==> src/hw/rtl/bht_pkg.sv <==
// ----------------------------------------------------------------------------
// bht_pkg
// Shared types and constants for the button hold tracker.
// ----------------------------------------------------------------------------
package bht_pkg;

    localparam int unsigned BUTTON_COUNT_DEF = 8;
    localparam int unsigned CNT_W            = 8;
    localparam int unsigned QUERY_W          = 3;
    localparam int unsigned S_TDATA_W        = 16;
    localparam int unsigned M_TDATA_W        = 40;
    localparam int unsigned PADDR_W          = 3;
    localparam int unsigned PDATA_W          = 32;

    localparam logic [CNT_W-1:0] RELEASE_MARK = 8'hFF;
    localparam logic [CNT_W-1:0] HOLD_MAX     = 8'hFE;

    localparam logic REG_HELD_TIME     = 1'b0;
    localparam logic REG_REPEAT_PERIOD = 1'b1;

    typedef struct packed {
        logic start;
        logic update;
        logic finish;
        logic publish;
    } t_dp_cmd;

    typedef struct packed {
        logic last;
        logic out_free;
    } t_dp_sts;

endpackage

==> src/hw/rtl/bht_regs.sv <==
// ----------------------------------------------------------------------------
// bht_regs
// Configuration registers behind the APB-style port.
// ----------------------------------------------------------------------------
module bht_regs (
    input  logic                          i_clk,
    input  logic                          i_rst_n,
    input  logic                          psel,
    input  logic                          penable,
    input  logic                          pwrite,
    input  logic [bht_pkg::PADDR_W-1:0]   paddr,
    input  logic [bht_pkg::PDATA_W-1:0]   pwdata,
    output logic [bht_pkg::PDATA_W-1:0]   prdata,
    output logic                          pready,
    output logic [bht_pkg::CNT_W-1:0]     o_held_time,
    output logic [bht_pkg::CNT_W-1:0]     o_repeat_period
);
    import bht_pkg::*;

    logic [CNT_W-1:0] r_held_time;
    logic [CNT_W-1:0] r_repeat_period;
    logic             wr_en;

    assign pready = 1'b1;
    assign wr_en  = psel && penable && pwrite && pready;

    always_ff @(posedge i_clk) begin
        if (!i_rst_n) begin
            r_held_time     <= 8'd1;
            r_repeat_period <= 8'd1;
        end else if (wr_en) begin
            unique case (paddr[2])
                REG_HELD_TIME:     r_held_time     <= pwdata[CNT_W-1:0];
                REG_REPEAT_PERIOD: r_repeat_period <= pwdata[CNT_W-1:0];
                default:           r_held_time     <= r_held_time;
            endcase
        end
    end

    always_comb begin
        prdata = '0;
        unique case (paddr[2])
            REG_HELD_TIME:     prdata[CNT_W-1:0] = r_held_time;
            REG_REPEAT_PERIOD: prdata[CNT_W-1:0] = r_repeat_period;
            default:           prdata = '0;
        endcase
    end

    assign o_held_time     = r_held_time;
    assign o_repeat_period = r_repeat_period;

endmodule

==> src/hw/rtl/bht_ctrl.sv <==
// ----------------------------------------------------------------------------
// bht_ctrl
// Sequencer that walks the buttons of one frame through the datapath.
// ----------------------------------------------------------------------------
module bht_ctrl (
    input  logic              i_clk,
    input  logic              i_rst_n,
    input  logic              i_in_valid,
    output logic              o_in_ready,
    input  bht_pkg::t_dp_sts  i_sts,
    output bht_pkg::t_dp_cmd  o_cmd
);
    import bht_pkg::*;

    typedef enum logic [3:0] {
        S_IDLE    = 4'b0001,
        S_UPDATE  = 4'b0010,
        S_FINISH  = 4'b0100,
        S_PUBLISH = 4'b1000
    } t_state;

    t_state r_state;
    t_state n_state;

    always_ff @(posedge i_clk) begin
        if (!i_rst_n) begin
            r_state <= S_IDLE;
        end else begin
            r_state <= n_state;
        end
    end

    always_comb begin
        n_state    = r_state;
        o_cmd      = '0;
        o_in_ready = 1'b0;
        unique case (r_state)
            S_IDLE: begin
                o_in_ready = 1'b1;
                if (i_in_valid) begin
                    o_cmd.start = 1'b1;
                    n_state     = S_UPDATE;
                end
            end
            S_UPDATE: begin
                o_cmd.update = 1'b1;
                n_state      = S_FINISH;
            end
            S_FINISH: begin
                o_cmd.finish = 1'b1;
                n_state      = i_sts.last ? S_PUBLISH : S_UPDATE;
            end
            S_PUBLISH: begin
                if (i_sts.out_free) begin
                    o_cmd.publish = 1'b1;
                    n_state       = S_IDLE;
                end
            end
            default: n_state = S_IDLE;
        endcase
    end

endmodule

==> src/hw/rtl/bht_datapath.sv <==
// ----------------------------------------------------------------------------
// bht_datapath
// Hold counters, shared remainder unit, mask build-up and output register.
// ----------------------------------------------------------------------------
module bht_datapath #(
    parameter int unsigned BUTTON_COUNT = bht_pkg::BUTTON_COUNT_DEF
) (
    input  logic                          i_clk,
    input  logic                          i_rst_n,
    input  bht_pkg::t_dp_cmd              i_cmd,
    output bht_pkg::t_dp_sts              o_sts,
    input  logic [bht_pkg::CNT_W-1:0]     i_raw_buttons,
    input  logic [bht_pkg::QUERY_W-1:0]   i_query_button,
    input  logic [bht_pkg::CNT_W-1:0]     i_held_time,
    input  logic [bht_pkg::CNT_W-1:0]     i_repeat_period,
    input  logic                          i_out_ready,
    output logic                          o_out_valid,
    output logic [bht_pkg::M_TDATA_W-1:0] o_out_data
);
    import bht_pkg::*;

    localparam int unsigned IDX_W = (BUTTON_COUNT > 1) ? $clog2(BUTTON_COUNT) : 1;

    function automatic logic [CNT_W-1:0] f_rem_step4(
        input logic [CNT_W-1:0] rem_in,
        input logic [3:0]       bits,
        input logic [CNT_W-1:0] div
    );
        logic [CNT_W:0]   t;
        logic [CNT_W-1:0] r;
        r = rem_in;
        for (int k = 3; k >= 0; k--) begin
            t = {r, bits[k]};
            if (t >= {1'b0, div}) begin
                t = t - {1'b0, div};
            end
            r = t[CNT_W-1:0];
        end
        return r;
    endfunction

    logic [CNT_W-1:0]   r_cnt_mem [BUTTON_COUNT];
    logic [CNT_W-1:0]   r_raw;
    logic [QUERY_W-1:0] r_query;
    logic [IDX_W-1:0]   r_idx;
    logic [CNT_W-1:0]   r_cur;
    logic [CNT_W-1:0]   r_rem;
    logic [CNT_W-1:0]   r_pm;
    logic [CNT_W-1:0]   r_rm;
    logic [CNT_W-1:0]   r_hm;
    logic [CNT_W-1:0]   r_am;
    logic [CNT_W-1:0]   r_hf;
    logic               r_out_valid;
    logic [M_TDATA_W-1:0] r_out_data;

    logic [CNT_W-1:0] cnt_old;
    logic [CNT_W-1:0] cnt_new;
    logic             down;
    logic [CNT_W-1:0] rem_fin;
    logic [CNT_W:0]   target;
    logic             hit_rep;

    assign cnt_old = r_cnt_mem[r_idx];
    assign down    = !r_raw[r_idx];

    always_comb begin
        if (down) begin
            if (cnt_old == RELEASE_MARK) begin
                cnt_new = '0;
            end else if (cnt_old >= HOLD_MAX) begin
                cnt_new = HOLD_MAX;
            end else begin
                cnt_new = cnt_old + 8'd1;
            end
        end else if (cnt_old == '0 || cnt_old == RELEASE_MARK) begin
            cnt_new = '0;
        end else begin
            cnt_new = RELEASE_MARK;
        end
    end

    assign rem_fin = f_rem_step4(r_rem, r_cur[3:0], i_repeat_period);
    assign target  = {1'b0, i_held_time} + 9'd1;
    assign hit_rep = (r_cur != '0) && (r_cur != RELEASE_MARK)
                   && ((i_repeat_period <= 8'd1) || (rem_fin == 8'd1));

    always_ff @(posedge i_clk) begin
        if (!i_rst_n) begin
            for (int i = 0; i < BUTTON_COUNT; i++) begin
                r_cnt_mem[i] <= '0;
            end
        end else if (i_cmd.update) begin
            r_cnt_mem[r_idx] <= cnt_new;
        end
    end

    always_ff @(posedge i_clk) begin
        if (i_cmd.start) begin
            r_raw   <= i_raw_buttons;
            r_query <= i_query_button;
            r_idx   <= '0;
            r_pm    <= '0;
            r_rm    <= '0;
            r_hm    <= '0;
            r_am    <= '0;
            r_hf    <= '0;
        end
        if (i_cmd.update) begin
            r_cur <= cnt_new;
            r_rem <= f_rem_step4('0, cnt_new[7:4], i_repeat_period);
        end
        if (i_cmd.finish) begin
            r_pm[r_idx] <= (r_cur == 8'd1);
            r_rm[r_idx] <= (r_cur == RELEASE_MARK);
            r_hm[r_idx] <= (r_cur != RELEASE_MARK) && ({1'b0, r_cur} == target);
            r_am[r_idx] <= hit_rep;
            if ((QUERY_W'(r_idx) == r_query) && (r_cur != RELEASE_MARK)) begin
                r_hf <= r_cur;
            end
            r_idx <= r_idx + IDX_W'(1);
        end
        if (i_cmd.publish) begin
            r_out_data <= {r_hf, r_am, r_hm, r_rm, r_pm};
        end
    end

    always_ff @(posedge i_clk) begin
        if (!i_rst_n) begin
            r_out_valid <= 1'b0;
        end else if (i_cmd.publish) begin
            r_out_valid <= 1'b1;
        end else if (i_out_ready) begin
            r_out_valid <= 1'b0;
        end
    end

    assign o_sts.last     = (r_idx == IDX_W'(BUTTON_COUNT - 1));
    assign o_sts.out_free = !r_out_valid || i_out_ready;
    assign o_out_valid    = r_out_valid;
    assign o_out_data     = r_out_data;

endmodule

==> src/hw/rtl/button_hold_tracker_core.sv <==
// ----------------------------------------------------------------------------
// button_hold_tracker_core
// Per-frame button press, release, hold and auto-repeat tracker.
// ----------------------------------------------------------------------------
// One input transfer on s_axis is one frame tick: the raw active-low button
// byte and the index of the button whose hold count is reported. Each frame
// yields exactly one output transfer on m_axis with the pressed, released,
// held and repeat masks and the queried hold count.
// The frame is processed one button at a time, in two steps per button: the
// first updates the hold counter and divides its upper nibble, the second
// finishes the remainder against repeat_period and sets the mask bits. A new
// frame is taken only after the previous one has reached the output register.
// The result sits in an output register, so a new frame is accepted while it
// waits; if the receiver stalls, the next result waits inside until that
// register is free, and s_axis_tready stays low meanwhile.
// Reset clears all hold counters to idle and sets held_time and
// repeat_period to 1. Registers are written through the APB-style port.
// ----------------------------------------------------------------------------
module button_hold_tracker_core #(
    parameter int unsigned BUTTON_COUNT = bht_pkg::BUTTON_COUNT_DEF
) (
    input  logic                          i_clk,
    input  logic                          i_rst_n,
    input  logic                          s_axis_tvalid,
    output logic                          s_axis_tready,
    // [7:0] raw_buttons, [10:8] query_button, [15:11] zero
    input  logic [bht_pkg::S_TDATA_W-1:0] s_axis_tdata,
    output logic                          m_axis_tvalid,
    input  logic                          m_axis_tready,
    // [7:0] pressed_mask, [15:8] released_mask, [23:16] held_mask,
    // [31:24] repeat_mask, [39:32] hold_frames
    output logic [bht_pkg::M_TDATA_W-1:0] m_axis_tdata,
    input  logic                          psel,
    input  logic                          penable,
    input  logic                          pwrite,
    input  logic [bht_pkg::PADDR_W-1:0]   paddr,
    input  logic [bht_pkg::PDATA_W-1:0]   pwdata,
    output logic [bht_pkg::PDATA_W-1:0]   prdata,
    output logic                          pready
);
    import bht_pkg::*;

    t_dp_cmd          cmd;
    t_dp_sts          sts;
    logic [CNT_W-1:0] held_time;
    logic [CNT_W-1:0] repeat_period;

    bht_regs u_regs (
        .i_clk           (i_clk),
        .i_rst_n         (i_rst_n),
        .psel            (psel),
        .penable         (penable),
        .pwrite          (pwrite),
        .paddr           (paddr),
        .pwdata          (pwdata),
        .prdata          (prdata),
        .pready          (pready),
        .o_held_time     (held_time),
        .o_repeat_period (repeat_period)
    );

    bht_ctrl u_ctrl (
        .i_clk      (i_clk),
        .i_rst_n    (i_rst_n),
        .i_in_valid (s_axis_tvalid),
        .o_in_ready (s_axis_tready),
        .i_sts      (sts),
        .o_cmd      (cmd)
    );

    bht_datapath #(
        .BUTTON_COUNT (BUTTON_COUNT)
    ) u_datapath (
        .i_clk           (i_clk),
        .i_rst_n         (i_rst_n),
        .i_cmd           (cmd),
        .o_sts           (sts),
        .i_raw_buttons   (s_axis_tdata[CNT_W-1:0]),
        .i_query_button  (s_axis_tdata[CNT_W+QUERY_W-1:CNT_W]),
        .i_held_time     (held_time),
        .i_repeat_period (repeat_period),
        .i_out_ready     (m_axis_tready),
        .o_out_valid     (m_axis_tvalid),
        .o_out_data      (m_axis_tdata)
    );

endmodule

==> config.mk <==
export PLATFORM = sky130hd
export DESIGN_NAME = button_hold_tracker_core
export DESIGN_NICKNAME = d
export VERILOG_FILES = /design/src/hw/rtl/bht_pkg.sv /design/src/hw/rtl/bht_regs.sv /design/src/hw/rtl/bht_ctrl.sv /design/src/hw/rtl/bht_datapath.sv /design/src/hw/rtl/button_hold_tracker_core.sv
export SDC_FILE = /design/constraint.sdc
export NUM_CORES = 1
export LEC_CHECK = 0
export ABC_AREA = 1
export BUFFER_PORTS_ARGS = -buffer_cell sky130_fd_sc_hd__buf_2
export CAP_MARGIN = 10
export CELL_PAD_IN_SITES_DETAIL_PLACEMENT = 0
export CELL_PAD_IN_SITES_GLOBAL_PLACEMENT = 1
export CORE_MARGIN = 3
export CORE_UTILIZATION = 25
export DETAILED_ROUTE_END_ITERATION = 8
export GPL_ROUTABILITY_DRIVEN = 1
export HOLD_SLACK_MARGIN = 0.02
export PLACE_DENSITY = 0.57
export SLEW_MARGIN = 25
export SYNTH_ARGS = -nofsm -noshare
export SYNTH_HDL_FRONTEND = slang
export SYNTH_SLANG_ARGS = --single-unit
==> constraint.sdc <==
create_clock -name i_clk -period 10 [get_ports i_clk]
set_input_delay 2 -clock i_clk [delete_from_list [all_inputs] [get_ports i_clk]]
set_output_delay 2 -clock i_clk [all_outputs]
set_load 0.02 [all_outputs]
## Word-level counts from Yosys, hierarchy flattened

Memories as Yosys holds them, arrays and structs flattened. A register that Yosys moved wholly into a read port is not among the register bits.
Index checks and enable logic that the tools add are counted.

| word-level totals | value |
|---|---|
| RAM bits | 64 |
| register bits | 131 |
| memories | 1 |
| output and inout port bits | 75 |

| operators by class | value |
|---|---|
| reductions and logical operators | 19 |
| bitwise logic cells | 1 |
| order comparisons | 12 |
| eq/ne operators | 14 |
| $add $sub $neg | 11 |
| mux-type cells | 58 |

Memory list:

| name | words | bits a word | rd ports | clocked after memory_dff | wr ports | line | RTL |
|---|---|---|---|---|---|---|---|
| u_datapath.r_cnt_mem | 8 | 8 | 1 | 1 | 8 | bht_datapath.sv:42 | `logic [CNT_W-1:0] r_cnt_mem [BUTTON_COUNT];` |

Operator list:

| kind | number |
|---|---|
| $mux 8 | 27 |
| $ge 9x8->1 | 7 |
| $sub 8x8->8 | 7 |
| $bwmux 8 | 4 |
| $eq 8x1->1 const B | 2 |
| $eq 8x8->1 const B | 2 |
| $mux 1 | 16 |
| $pmux 4 s4 | 1 |
| $pmux 8 s2 | 1 |
| $mux 3 | 4 |
| $mux 4 | 3 |
| $add 8x1->9 const B | 1 |
| $eq 8x9->1 | 1 |
| $add 8x1->8 const B | 1 |
| $ge 1x8->1 | 1 |
| $ge 8x8->1 const B | 1 |
| $le 8x1->1 const B | 1 |
| $logic_not 8->1 | 1 |
| $ne 8x8->1 const B | 1 |
| $reduce_bool 8->1 | 1 |
| $reduce_or 8->1 | 1 |
| $sub 1x8->8 | 1 |
| $logic_and 1x1->1 | 7 |
| $reduce_and 2->1 | 3 |
| other kinds (16) | 20 |

## Depth between registers and ports, before layout

Gate-level depths: netlist of run 1.

| logic depth | value |
|---|---|
| depth in word-level cells | 15 |
| depth in mapped cells | 62 |

## By module

A second synthesis of run 1 with hierarchy kept.

| second synthesis, totals | value |
|---|---|
| cells, all modules | 1395 |
| area, all modules | 11659.9 sq um |

By module, submodules not included:

| module | cells each | area each (sq um) | seq. area each (sq um) | times used |
|---|---|---|---|---|
| bht_datapath | 1202 | 10421.2 | 4904.7 | 1 |
| bht_regs | 149 | 985.9 | 320.3 | 1 |
| bht_ctrl | 44 | 252.7 | 80.1 | 1 |

## Least setup slack after synthesis of run 1

OpenSTA, ideal clock, no wires.

| timing path | value |
|---|---|
| path type | register -> register |
| from | register (tool-made name) |
| to | register u_datapath.r_rem[5] (data pin) |
| stages on the path, launching flop included | 60 |
| arrival time | 7698 ps |
| required time | 9742 ps |
| setup slack | 2044 ps |
| cells stage by stage | dfxtp_1 buf_4 inv_2 buf_4 o21ai_0 o22ai_1 o21ai_1 inv_1 ha_1 inv_1 nor2_2 inv_1 nor3_2 nor2_2 nand2_1 nand2_1 inv_2 ha_1 [... 24 more ...] o211ai_1 a221oi_1 nand2_4 inv_2 a21boi_0 ha_1 a21oi_1 o21ai_0 nand2_1 nand2_1 a21o_1 a21o_1 a21oi_1 o21a_1 nand2_1 nor2_4 buf_4 o21ai_1 |

RTL lines:

| element | line | RTL |
|---|---|---|
| end signal, assigned | bht_datapath.sv:110 | `r_rem <= f_rem_step4('0, cnt_new[7:4], i_repeat_period);` |
| end, declared | bht_datapath.sv:47 | `logic [CNT_W-1:0] r_rem;` |

==> flow_metrics.tcl, run 1 <==
set metrics [dict create \
    area_delta_synth_final_pct 14.20 \
    num_rows 78 \
    cts_max_path_buffers 2 \
    place.gp.congestion 0.7561 \
    wire_per_inst_um 14.84 \
    synth_mux_area_share_pct 0 \
    num-nets-final 1568 \
    ys_async_sr_fraction_pct 0 \
    post_synth_xor_area_fraction_pct 4.097 \
    grt_use_met1_pct 16.73 \
    cts.sinks 198 \
    pin_count 133 \
    numCtsBuffers 17 \
    cpPeakStageDelay_ns 0.42 \
    grt_pass1_vias 8554 \
    portBuffers 76 \
    clk_latency_ns 0.45 \
    cp_max_fo 33 \
    vias_per_cell 4.403 \
    layout_common_cells "234 x nand2_1, 198 x nor2_1, 150 x inv_1" \
    grt_use_met3_pct 1.672 \
    grt.busiest_layer "met2" \
    synth_fa_ha_area_share_pct 8.151 \
    final_common_cell "nand2_1" \
    tns_ns 0 \
    cts_root_buf "clkbuf_16" \
    slew_violations 0 \
    grt_max_degree 42 \
    hpwl_um 23140 \
    fillerInstances 4904 \
    firstDrtPassIters 5 \
    dieArea_mm2 0.04879 \
    cts_tree "done" \
    endpoint_kind "flip-flop" \
    worst_slew_pin_slew_ns 0.9139 \
    gr-usage-met2_pct 20.15 \
    core_mm2 0.04548 \
    drc 0 \
    yosys_warnings 0 \
    grt.total_usage_pct 12.22 \
    fin_crit_sh_pct 89.32 \
    wl_um 30460 \
    ant_nets 0 \
    hold_path_class "reg2reg" \
    antenna_found_initial 0 \
    fp.dieH_um 220.9 \
    start_kind "flip-flop" \
    clock-skew-final_ns 0.02026 \
    seq_area_frac_synth_pct 45.96 \
    setup_violations 0 \
    start_util_pct 25.38 \
    ys.flop_type "edfxtp_1" \
    cp.required_ns 10.19 \
    cts.clk_slew.worst_paths_ns 0.08 \
    synth_cells 1356 \
    diodes 0 \
    ys_ff_latch 198 \
    max_cap_viol_count 0 \
    max_slew_margin_pct 38.85 \
    crit_type "reg2reg" \
    synthSimpleGateAreaFrac_pct 23.38 \
    top_register "u_datapath.r_cnt_mem" \
    grt_pass1_wl_um 47490 \
    fin_crit_ns 8.932 \
    largest_register_ffs 64 \
    drt-initial-drc-count 485 \
    cp.arrival_ns 9.12 \
    layout-drive-gt1-share_pct 12.60 \
    status "complete, no violations" \
    finalHoldViolCount 0 \
    crit_slowest_cell "dfxtp_1" \
    overflow 0 \
    rsz0062_at_grt "no" \
    num_vias 9035 \
    cts_hold_buf 0 \
    worst_path_most_repeated_cell "nand2_1" \
    syn_avg_cell_area_um2 8.513 \
    h-tree-depth 4 \
    fp.dieW_um 220.9 \
    yosysUniqueCellTypes 49 \
    syn_area_mm2 0.01154 \
    synth_top_family_by_area "simple AND/OR/NAND/NOR gates" \
    synth_enable_flop_cells 134 \
    synth_compound_area_share_pct 10.48 \
    max_freq_mhz 112.0 \
]
## through the flow
stage / cell area, µm² / hold WS [ns] / cells / utilization [%] / setup slack [ns]
4_1_cts: 13140 / 0.4351 / 2051 / 28.89 / 0.8206
2_1_floorplan: 11630 / 0.4089 / 1379 / - / 2.044
3_3_place_gp: 12560 / 0.4172 / 2019 / 27.61 / 0.8386
6_report: 13180 / 0.4319 / 2052 / 28.99 / 1.068
3_5_place_dp: 12560 / 0.4181 / 2019 / 27.61 / 0.8832
5_1_grt: 13180 / 0.4437 / 2052 / 28.99 / 0.007534
## cell families (layout without fill, tap and decap cells)
kind of cell,count (synthesis),count (layout)
AOI/OAI and AO/OA,216,216
xor gates and xnor gates,54,54
other,2,25
and+or+nand+nor,607,607
adders and majority gates,71,71
buffers and inverters,208,281
DFF,198,198
## cells in the mapped netlist (7+ instances only)
cell type,instances,area (µm²)
a21oi_1,57,285.3
o211ai_1,7,52.55
o21ai_1,17,85.08
nor4_1,7,43.79
xnor2_1,15,131.4
nor2_1,198,743.2
clkbuf_1,11,41.29
buf_4,32,240.2
o22ai_1,8,50.05
fa_1,7,140.1
nor3_1,13,65.06
or2_2,7,43.79
inv_1,150,563.0
nand4_1,13,81.33
ha_1,64,800.8
nand3_1,93,465.5
xor2_1,39,341.6
nand2_2,9,56.30
dfxtp_1,64,1281
edfxtp_1,134,4024
o21ai_0,101,505.5
nand2_1,234,878.3
## path summary, 6_finish.rpt
path         depth (start not counted)               start  slack (ns)                         to
min                                  0  u_datapath.r_hf[0]        0.43  u_datapath.o_out_data[32]
min reg2reg                          0  u_datapath.r_hf[0]        0.43  u_datapath.o_out_data[32]
max reg2reg                         59           flip-flop        1.07        u_datapath.r_rem[5]
max                                 59           flip-flop        1.07        u_datapath.r_rem[5]
## layout make-up
cell class                 instances  area (µm²)  area share, %
multi-input combinational        973        5438          41.25
clock inverter                    14       151.4          1.148
tap                              600       750.7          5.695
clock buffer                      18       429.2          3.256
sequential                       198        5305          40.24
timing repair buffer              91       513.0          3.891
inverter                         158       595.6          4.518
## worst max-delay path, delay by kind of cell (launching register included)
kind,cells,cell delay (ns)
compound gates,17,2.80
fa+ha+maj,6,1.47
buf+inv,12,1.27
simple gates,24,2.65
flops,1,0.42
## timing repair
item / in CTS / in global routing
endpoints found under the hold margin: 0 / 0
resized for setup: 0 / 6
setup buffers: 0 / 1
setup endpoints to repair: 0 / 8
## metal layers
layer,vias to the layer above,wire [µm]
li1,4671,-
met1,4197,14970
met2,137,14200
met3,30,775
met4,0,508
met5,-,0
Power of run 1 is not shown: default switching activity piles up to over one toggle a cycle in this logic, so the estimate is an artifact.
==> run 2: changes to the inputs <==
--- a/config.mk
+++ b/config.mk
@@ -5,7 +5,6 @@
 export SDC_FILE = /design/constraint.sdc
 export NUM_CORES = 1
 export LEC_CHECK = 0
-export ABC_AREA = 1
 export BUFFER_PORTS_ARGS = -buffer_cell sky130_fd_sc_hd__buf_2
 export CAP_MARGIN = 10
 export CELL_PAD_IN_SITES_DETAIL_PLACEMENT = 0
@@ -15,7 +14,7 @@
 export DETAILED_ROUTE_END_ITERATION = 8
 export GPL_ROUTABILITY_DRIVEN = 1
 export HOLD_SLACK_MARGIN = 0.02
-export PLACE_DENSITY = 0.57
+export PLACE_DENSITY = 0.55
 export SLEW_MARGIN = 25
 export SYNTH_ARGS = -nofsm -noshare
 export SYNTH_HDL_FRONTEND = slang
==> run 2 against run 1 <==
- sequential share of layout area down 0.092 points
- first-iteration DRC count down 12%
- worst hold slack worse by 0.0065 ns
- worst setup slack worse by 0.31 ns
- via count down 8.8%
- synthesized area down 0.31%
- critical path type unchanged
- highest routed layer is now met5
==> flow_metrics.tcl, run 2 <==
set metrics [dict create \
    grt.total_usage_pct 12.88 \
    place.gp.congestion 0.7928 \
    cp_max_fo 16 \
    cts_hold_buf 0 \
    cp.required_ns 10.20 \
    fp.dieH_um 220.5 \
    overflow 0 \
    num_rows 77 \
    dieArea_mm2 0.04864 \
    min_from "u_datapath.r_hm[6]" \
    hold_end "u_datapath.o_out_data[22]" \
    rsz0062_at_grt "no" \
    post_synth_xor_area_fraction_pct 3.653 \
    grt_pass1_wl_um 47900 \
    largest_register_ffs 64 \
    ys.flop_type "edfxtp_1" \
    cts_max_path_buffers 2 \
    top_register "u_datapath.r_cnt_mem" \
    path_delay_family "compound AO/OA/AOI/OAI gates" \
    num_vias 8244 \
    yosysUniqueCellTypes 93 \
    power.density_mw_per_mm2 314.1 \
    cts.clk_slew.worst_paths_ns 0.08 \
    grt_use_met3_pct 1.991 \
    numCtsBuffers 17 \
    holdPathStages 0 \
    fillerInstances 4686 \
    post-cts-setup-buffer-count 0 \
    synth_most_common_cell "edfxtp_1" \
    yosys_warnings 0 \
    hpwl_um 23730 \
    core_mm2 0.04480 \
    drt-initial-drc-count 429 \
    synth_mux_area_share_pct 7.948 \
    max_cap_viol_count 0 \
    layout_common_cells "134 x edfxtp_1, 121 x nor2_1, 94 x nand2_1" \
    status "complete, no violations" \
    crit_type "reg2reg" \
    synthSimpleGateAreaFrac_pct 15.67 \
    h-tree-depth 4 \
    crit_slowest_cell "mux4_2" \
    worstRegToRegCells 39 \
    gr-usage-met2_pct 22.54 \
    cts_root_buf "clkbuf_16" \
    fin_crit_sh_pct 92.39 \
    grt_pass1_vias 8297 \
    cp.arrival_ns 9.44 \
    hold_path_class "reg2reg" \
    synth_top_family_by_area "simple AND/OR/NAND/NOR gates" \
    path_buf_inv 3 \
    slew_violations 0 \
    synthTopCellsByCount "134 x edfxtp_1, 121 x nor2_1, 94 x nand2_1, 64 x dfxtp_1, 64 x ha_1" \
    clock-skew-final_ns 0.01751 \
    grt_use_met1_pct 16.62 \
    cpPeakStageDelay_ns 0.56 \
    area_delta_synth_final_pct 14.82 \
    ant_nets 0 \
    setup_violations 0 \
    start_kind "flip-flop" \
    synth_top_area_cell "edfxtp_1" \
    ctsResizeCount 0 \
    worst_slew_pin_slew_ns 0.8379 \
    cts.sinks 198 \
    fin_crit_ns 9.239 \
    portBuffers 76 \
    start_util_pct 25.69 \
    ys_async_sr_fraction_pct 0 \
    syn_area_mm2 0.01151 \
    yosysTopAreaCellShare_pct 34.97 \
    antenna_found_initial 1 \
    endpoint_kind "flip-flop" \
    firstDrtPassIters 6 \
    wire_per_inst_um 17.67 \
    layout-drive-gt1-share_pct 17.89 \
    fp.dieW_um 220.5 \
    synth.area.top_cells "edfxtp_1 35%, dfxtp_1 11%, ha_1 7.0%, nor2_1 3.9%, nand2_1 3.1%" \
    final_common_cell "edfxtp_1" \
    p_leak_nw 5.209 \
    pin_count 133 \
    ys_ff_latch 198 \
    rr_endpoint "u_datapath.r_rem[4]" \
    max_slew_margin_pct 43.94 \
    syn_avg_cell_area_um2 10.57 \
    tns_ns 0 \
    finalHoldViolCount 0 \
    diodes 0 \
    grt_max_degree 29 \
    num-nets-final 1301 \
    max_freq_mhz 108.2 \
    drc 0 \
    r2r_setup_slack_ns 0.76 \
    wl_um 31390 \
    cts_tree "done" \
    dp.cells 1745 \
    ir_drop_mv 0.1691 \
    seq_area_frac_synth_pct 46.10 \
    synth_enable_flop_cells 134 \
    vias_per_cell 4.639 \
    synth_fa_ha_area_share_pct 8.177 \
    clk_latency_ns 0.45 \
    instances_no_fill 1777 \
    synth_cells 1089 \
    synth_compound_area_share_pct 13.47 \
    grt.busiest_layer "met2" \
]
run 2: cell count changes after synthesis, sizes merged, moves of 16 or more:
cell,before,now
a22o,2,18
inv,155,53
mux2,0,31
mux2i,0,19
mux4,0,16
nand2,247,94
nand3,102,31
nor2,205,121
nor2b,0,23
o21ai,123,50
xor2,39,21
run 2: power by group:
group | internal, mW | switching [mW] | total [mW]
Clock | 0.361 | 0.345 | 0.706
Combinational | 1.13 | 1.33 | 2.46
Sequential | 0.959 | 0.0213 | 0.980
run 2: kinds of logic after synthesis:
group | Yosys count
multiplexers | 66
other | 2
buffers and inverters | 116
flip-flops | 198
adder cells (fa/ha/maj) | 71
XOR/XNOR | 48
AO/OA/AOI/OAI | 215
AND/OR/NAND/NOR | 373
run 2: cell type report:
class,instances,area [µm²],share of cell area [%]
timing repair buffer,103,615.6,4.659
clock buffer,19,475.5,3.598
multi-input combinational,798,5749,43.51
clock inverter,13,123.9,0.9375
inverter,54,202.7,1.534
sequential,198,5305,40.15
tap,592,740.7,5.606
run 2: routing by layer:
layer / vias up / share of wire (%)
met3: 28 / 3.1
met2: 120 / 50
met5: - / 0.041
li1: 4117 / -
met1: 3977 / 45
met4: 2 / 1.8
run 2: per-stage QoR:
step           hold WS, ns  utilization (%)  total power, mW  area, µm²  setup WS [ns]
4_1_cts             0.4259            29.48            4.180      13210         0.5830
3_5_place_dp        0.4172            28.14            3.445      12610         0.6009
5_1_grt             0.4428            29.49            4.533      13210       0.008618
2_1_floorplan       0.4001                -            2.979      11590          1.044
3_3_place_gp        0.4054            28.07            3.449      12570         0.6302
6_report            0.4254            29.49            4.150      13210         0.7613
run 2: how the worst max path moves through the flow:
stage,end,slack (ns),depth (start not counted)
after floorplan,u_datapath.r_rem[4],1.04,44
after global placement,u_datapath.r_rem[5],0.63,40
after detailed placement,u_datapath.r_rem[4],0.60,40
after CTS,u_datapath.r_rem[4],0.58,40
after global routing,u_datapath.r_rem[4],0.009,40
final,u_datapath.r_rem[4],0.76,39
No activity file was read; power rests on OpenSTA's default activity.
==> run 3: changes to the inputs <==
--- a/config.mk
+++ b/config.mk
@@ -14,7 +14,7 @@
 export DETAILED_ROUTE_END_ITERATION = 8
 export GPL_ROUTABILITY_DRIVEN = 1
 export HOLD_SLACK_MARGIN = 0.02
-export PLACE_DENSITY = 0.55
+export PLACE_DENSITY_LB_ADDON = 0.1
 export SLEW_MARGIN = 25
 export SYNTH_ARGS = -nofsm -noshare
 export SYNTH_HDL_FRONTEND = slang
==> run 3 against run 2 <==
- clock-buffer cell count increased by 2
- critical endpoint is now u_datapath.r_rem[5]
- global-route usage increased by 1.1 points
- first-iteration DRC count decreased by 4.9%
- clock power increased by 6.5%
- via count decreased by 1.5%
==> flow_metrics.tcl, run 3 (same netlist as run 2, synthesis figures left out) <==
set metrics [dict create \
    status "complete, no violations" \
    layout_common_cells "134 x edfxtp_1, 121 x nor2_1, 94 x nand2_1" \
    grt_use_met1_pct 19.31 \
    pin_count 133 \
    final_common_cell "edfxtp_1" \
    antenna_found_initial 1 \
    fillerInstances 4723 \
    cts_hold_buf 0 \
    cp_max_fo 16 \
    crit_slowest_cell "a2111o_1" \
    cpPeakStageDelay_ns 0.55 \
    crit_type "reg2reg" \
    cts_tree "done" \
    dieArea_mm2 0.04864 \
    finalHoldViolCount 0 \
    hold_path_class "reg2reg" \
    r2r_setup_slack_ns 0.84 \
    power_mw 4.224 \
    start_util_pct 25.69 \
    power.density_mw_per_mm2 318.2 \
    gr-usage-met2_pct 22.41 \
    drt-initial-drc-count 408 \
    hpwl_um 24820 \
    max_slew_margin_pct 42.11 \
    wire_per_inst_um 18.59 \
    clk_latency_ns 0.48 \
    cp.arrival_ns 9.39 \
    max_cap_viol_count 0 \
    slew_violations 0 \
    grt_use_met3_pct 2.994 \
    numCtsBuffers 17 \
    grt_max_degree 41 \
    grt.busiest_layer "met2" \
    grt.total_usage_pct 13.95 \
    clock-skew-final_ns 0.01434 \
    num_vias 8123 \
    place.gp.congestion 0.7718 \
    fp.dieH_um 220.5 \
    area_delta_synth_final_pct 15.34 \
    top_register "u_datapath.r_cnt_mem" \
    start_kind "flip-flop" \
    cts_max_path_buffers 2 \
    worst_path_most_repeated_cell "o21ai_0" \
    p_leak_nw 5.231 \
    endpoint_kind "flip-flop" \
    worst_slew_pin_slew_ns 0.8645 \
    core_mm2 0.04480 \
    cts_root_buf "clkbuf_16" \
    ant_nets 0 \
    setup_violations 0 \
    fin_crit_ns 9.163 \
    fin_crit_sh_pct 91.63 \
    vias_per_cell 4.558 \
    grt_pass1_vias 8167 \
    firstDrtPassIters 4 \
    layout-drive-gt1-share_pct 18.00 \
    ir_drop_mv 0.1506 \
    cts.clk_slew.worst_paths_ns 0.08 \
    num-nets-final 1305 \
    largest_register_ffs 64 \
    overflow 0 \
    rsz0062_at_grt "no" \
    drc 0 \
    tns_ns 0 \
    h-tree-depth 4 \
    max_freq_mhz 109.1 \
    fin_util_pct 29.63 \
    fp.dieW_um 220.5 \
    cp.required_ns 10.23 \
    num_rows 77 \
    cts.sinks 198 \
    wl_um 33130 \
    grt_pass1_wl_um 50190 \
    portBuffers 76 \
]
## run 3: changes by cell type in the layout (fill, tap and decap cells not counted), sizes merged
cell	previous run	this run
diode	0	1
buf	103	107
clkbuf	19	21
inv	61	58
bufinv	0	1
## run 3: what timing repair did
action | in CTS | in global routing
setup buffers | 0 | 0
gates resized for setup | 0 | 3
endpoints found under the setup margin | 0 | 8
## run 3: metrics by stage
| step | cells | setup WS [ns] | hold slack (ns) | cell area [µm²] |
|---|---|---|---|---|
| floorplan | 1112 | 1.044 | 0.4001 | 11590 |
| global placement | 1749 | 0.4536 | 0.4113 | 12610 |
| detailed placement | 1749 | 0.5088 | 0.4119 | 12610 |
| CTS | 1781 | 0.4718 | 0.4281 | 13250 |
| global route | 1781 | 0.1048 | 0.4388 | 13270 |
| finish | 1782 | 0.8371 | 0.4300 | 13270 |
## run 3: metal layers
metal  wire, µm  vias to the layer above
met5         20                        -
met4        345                        2
met3       1028                       24
met2      15330                       94
met1      16410                     3876
li1           -                     4127
## run 3: worst paths after layout
check,startpoint,to,cells after the start
min,u_datapath.r_hm[6],u_datapath.o_out_data[22],0
max reg2reg,flip-flop,u_datapath.r_rem[5],39
min reg2reg,u_datapath.r_hm[6],u_datapath.o_out_data[22],0
max,flip-flop,u_datapath.r_rem[5],39
## run 3: cell type report
| cell class | count | area [µm²] | area share [%] |
|---|---|---|---|
| well taps | 592 | 740.7 | 5.581 |
| repair buffers | 107 | 625.6 | 4.713 |
| diodes | 1 | 2.502 | 0.01885 |
| clock inverters | 11 | 152.6 | 1.150 |
| flip-flops and latches | 198 | 5305 | 39.97 |
| inverters | 54 | 202.7 | 1.527 |
| multi-input cells | 798 | 5761 | 43.40 |
| clock buffers | 21 | 483.0 | 3.639 |
## run 3: worst max-delay path, delay by kind of cell (launching register included)
kind | cells | cell delay (ns)
compound gates | 16 | 3.55
fa+ha+maj | 5 | 1.52
buf+inv | 4 | 0.50
flops | 1 | 0.36
mux | 3 | 1.25
simple gates | 11 | 1.75
## run 3: power breakdown
| part | total (mW) | internal, mW | switching (mW) |
|---|---|---|---|
| clock | 0.752 | 0.388 | 0.364 |
| sequential | 0.984 | 0.959 | 0.0256 |
| combinational | 2.49 | 1.14 | 1.35 |
| total | 4.22 | 2.49 | 1.73 |
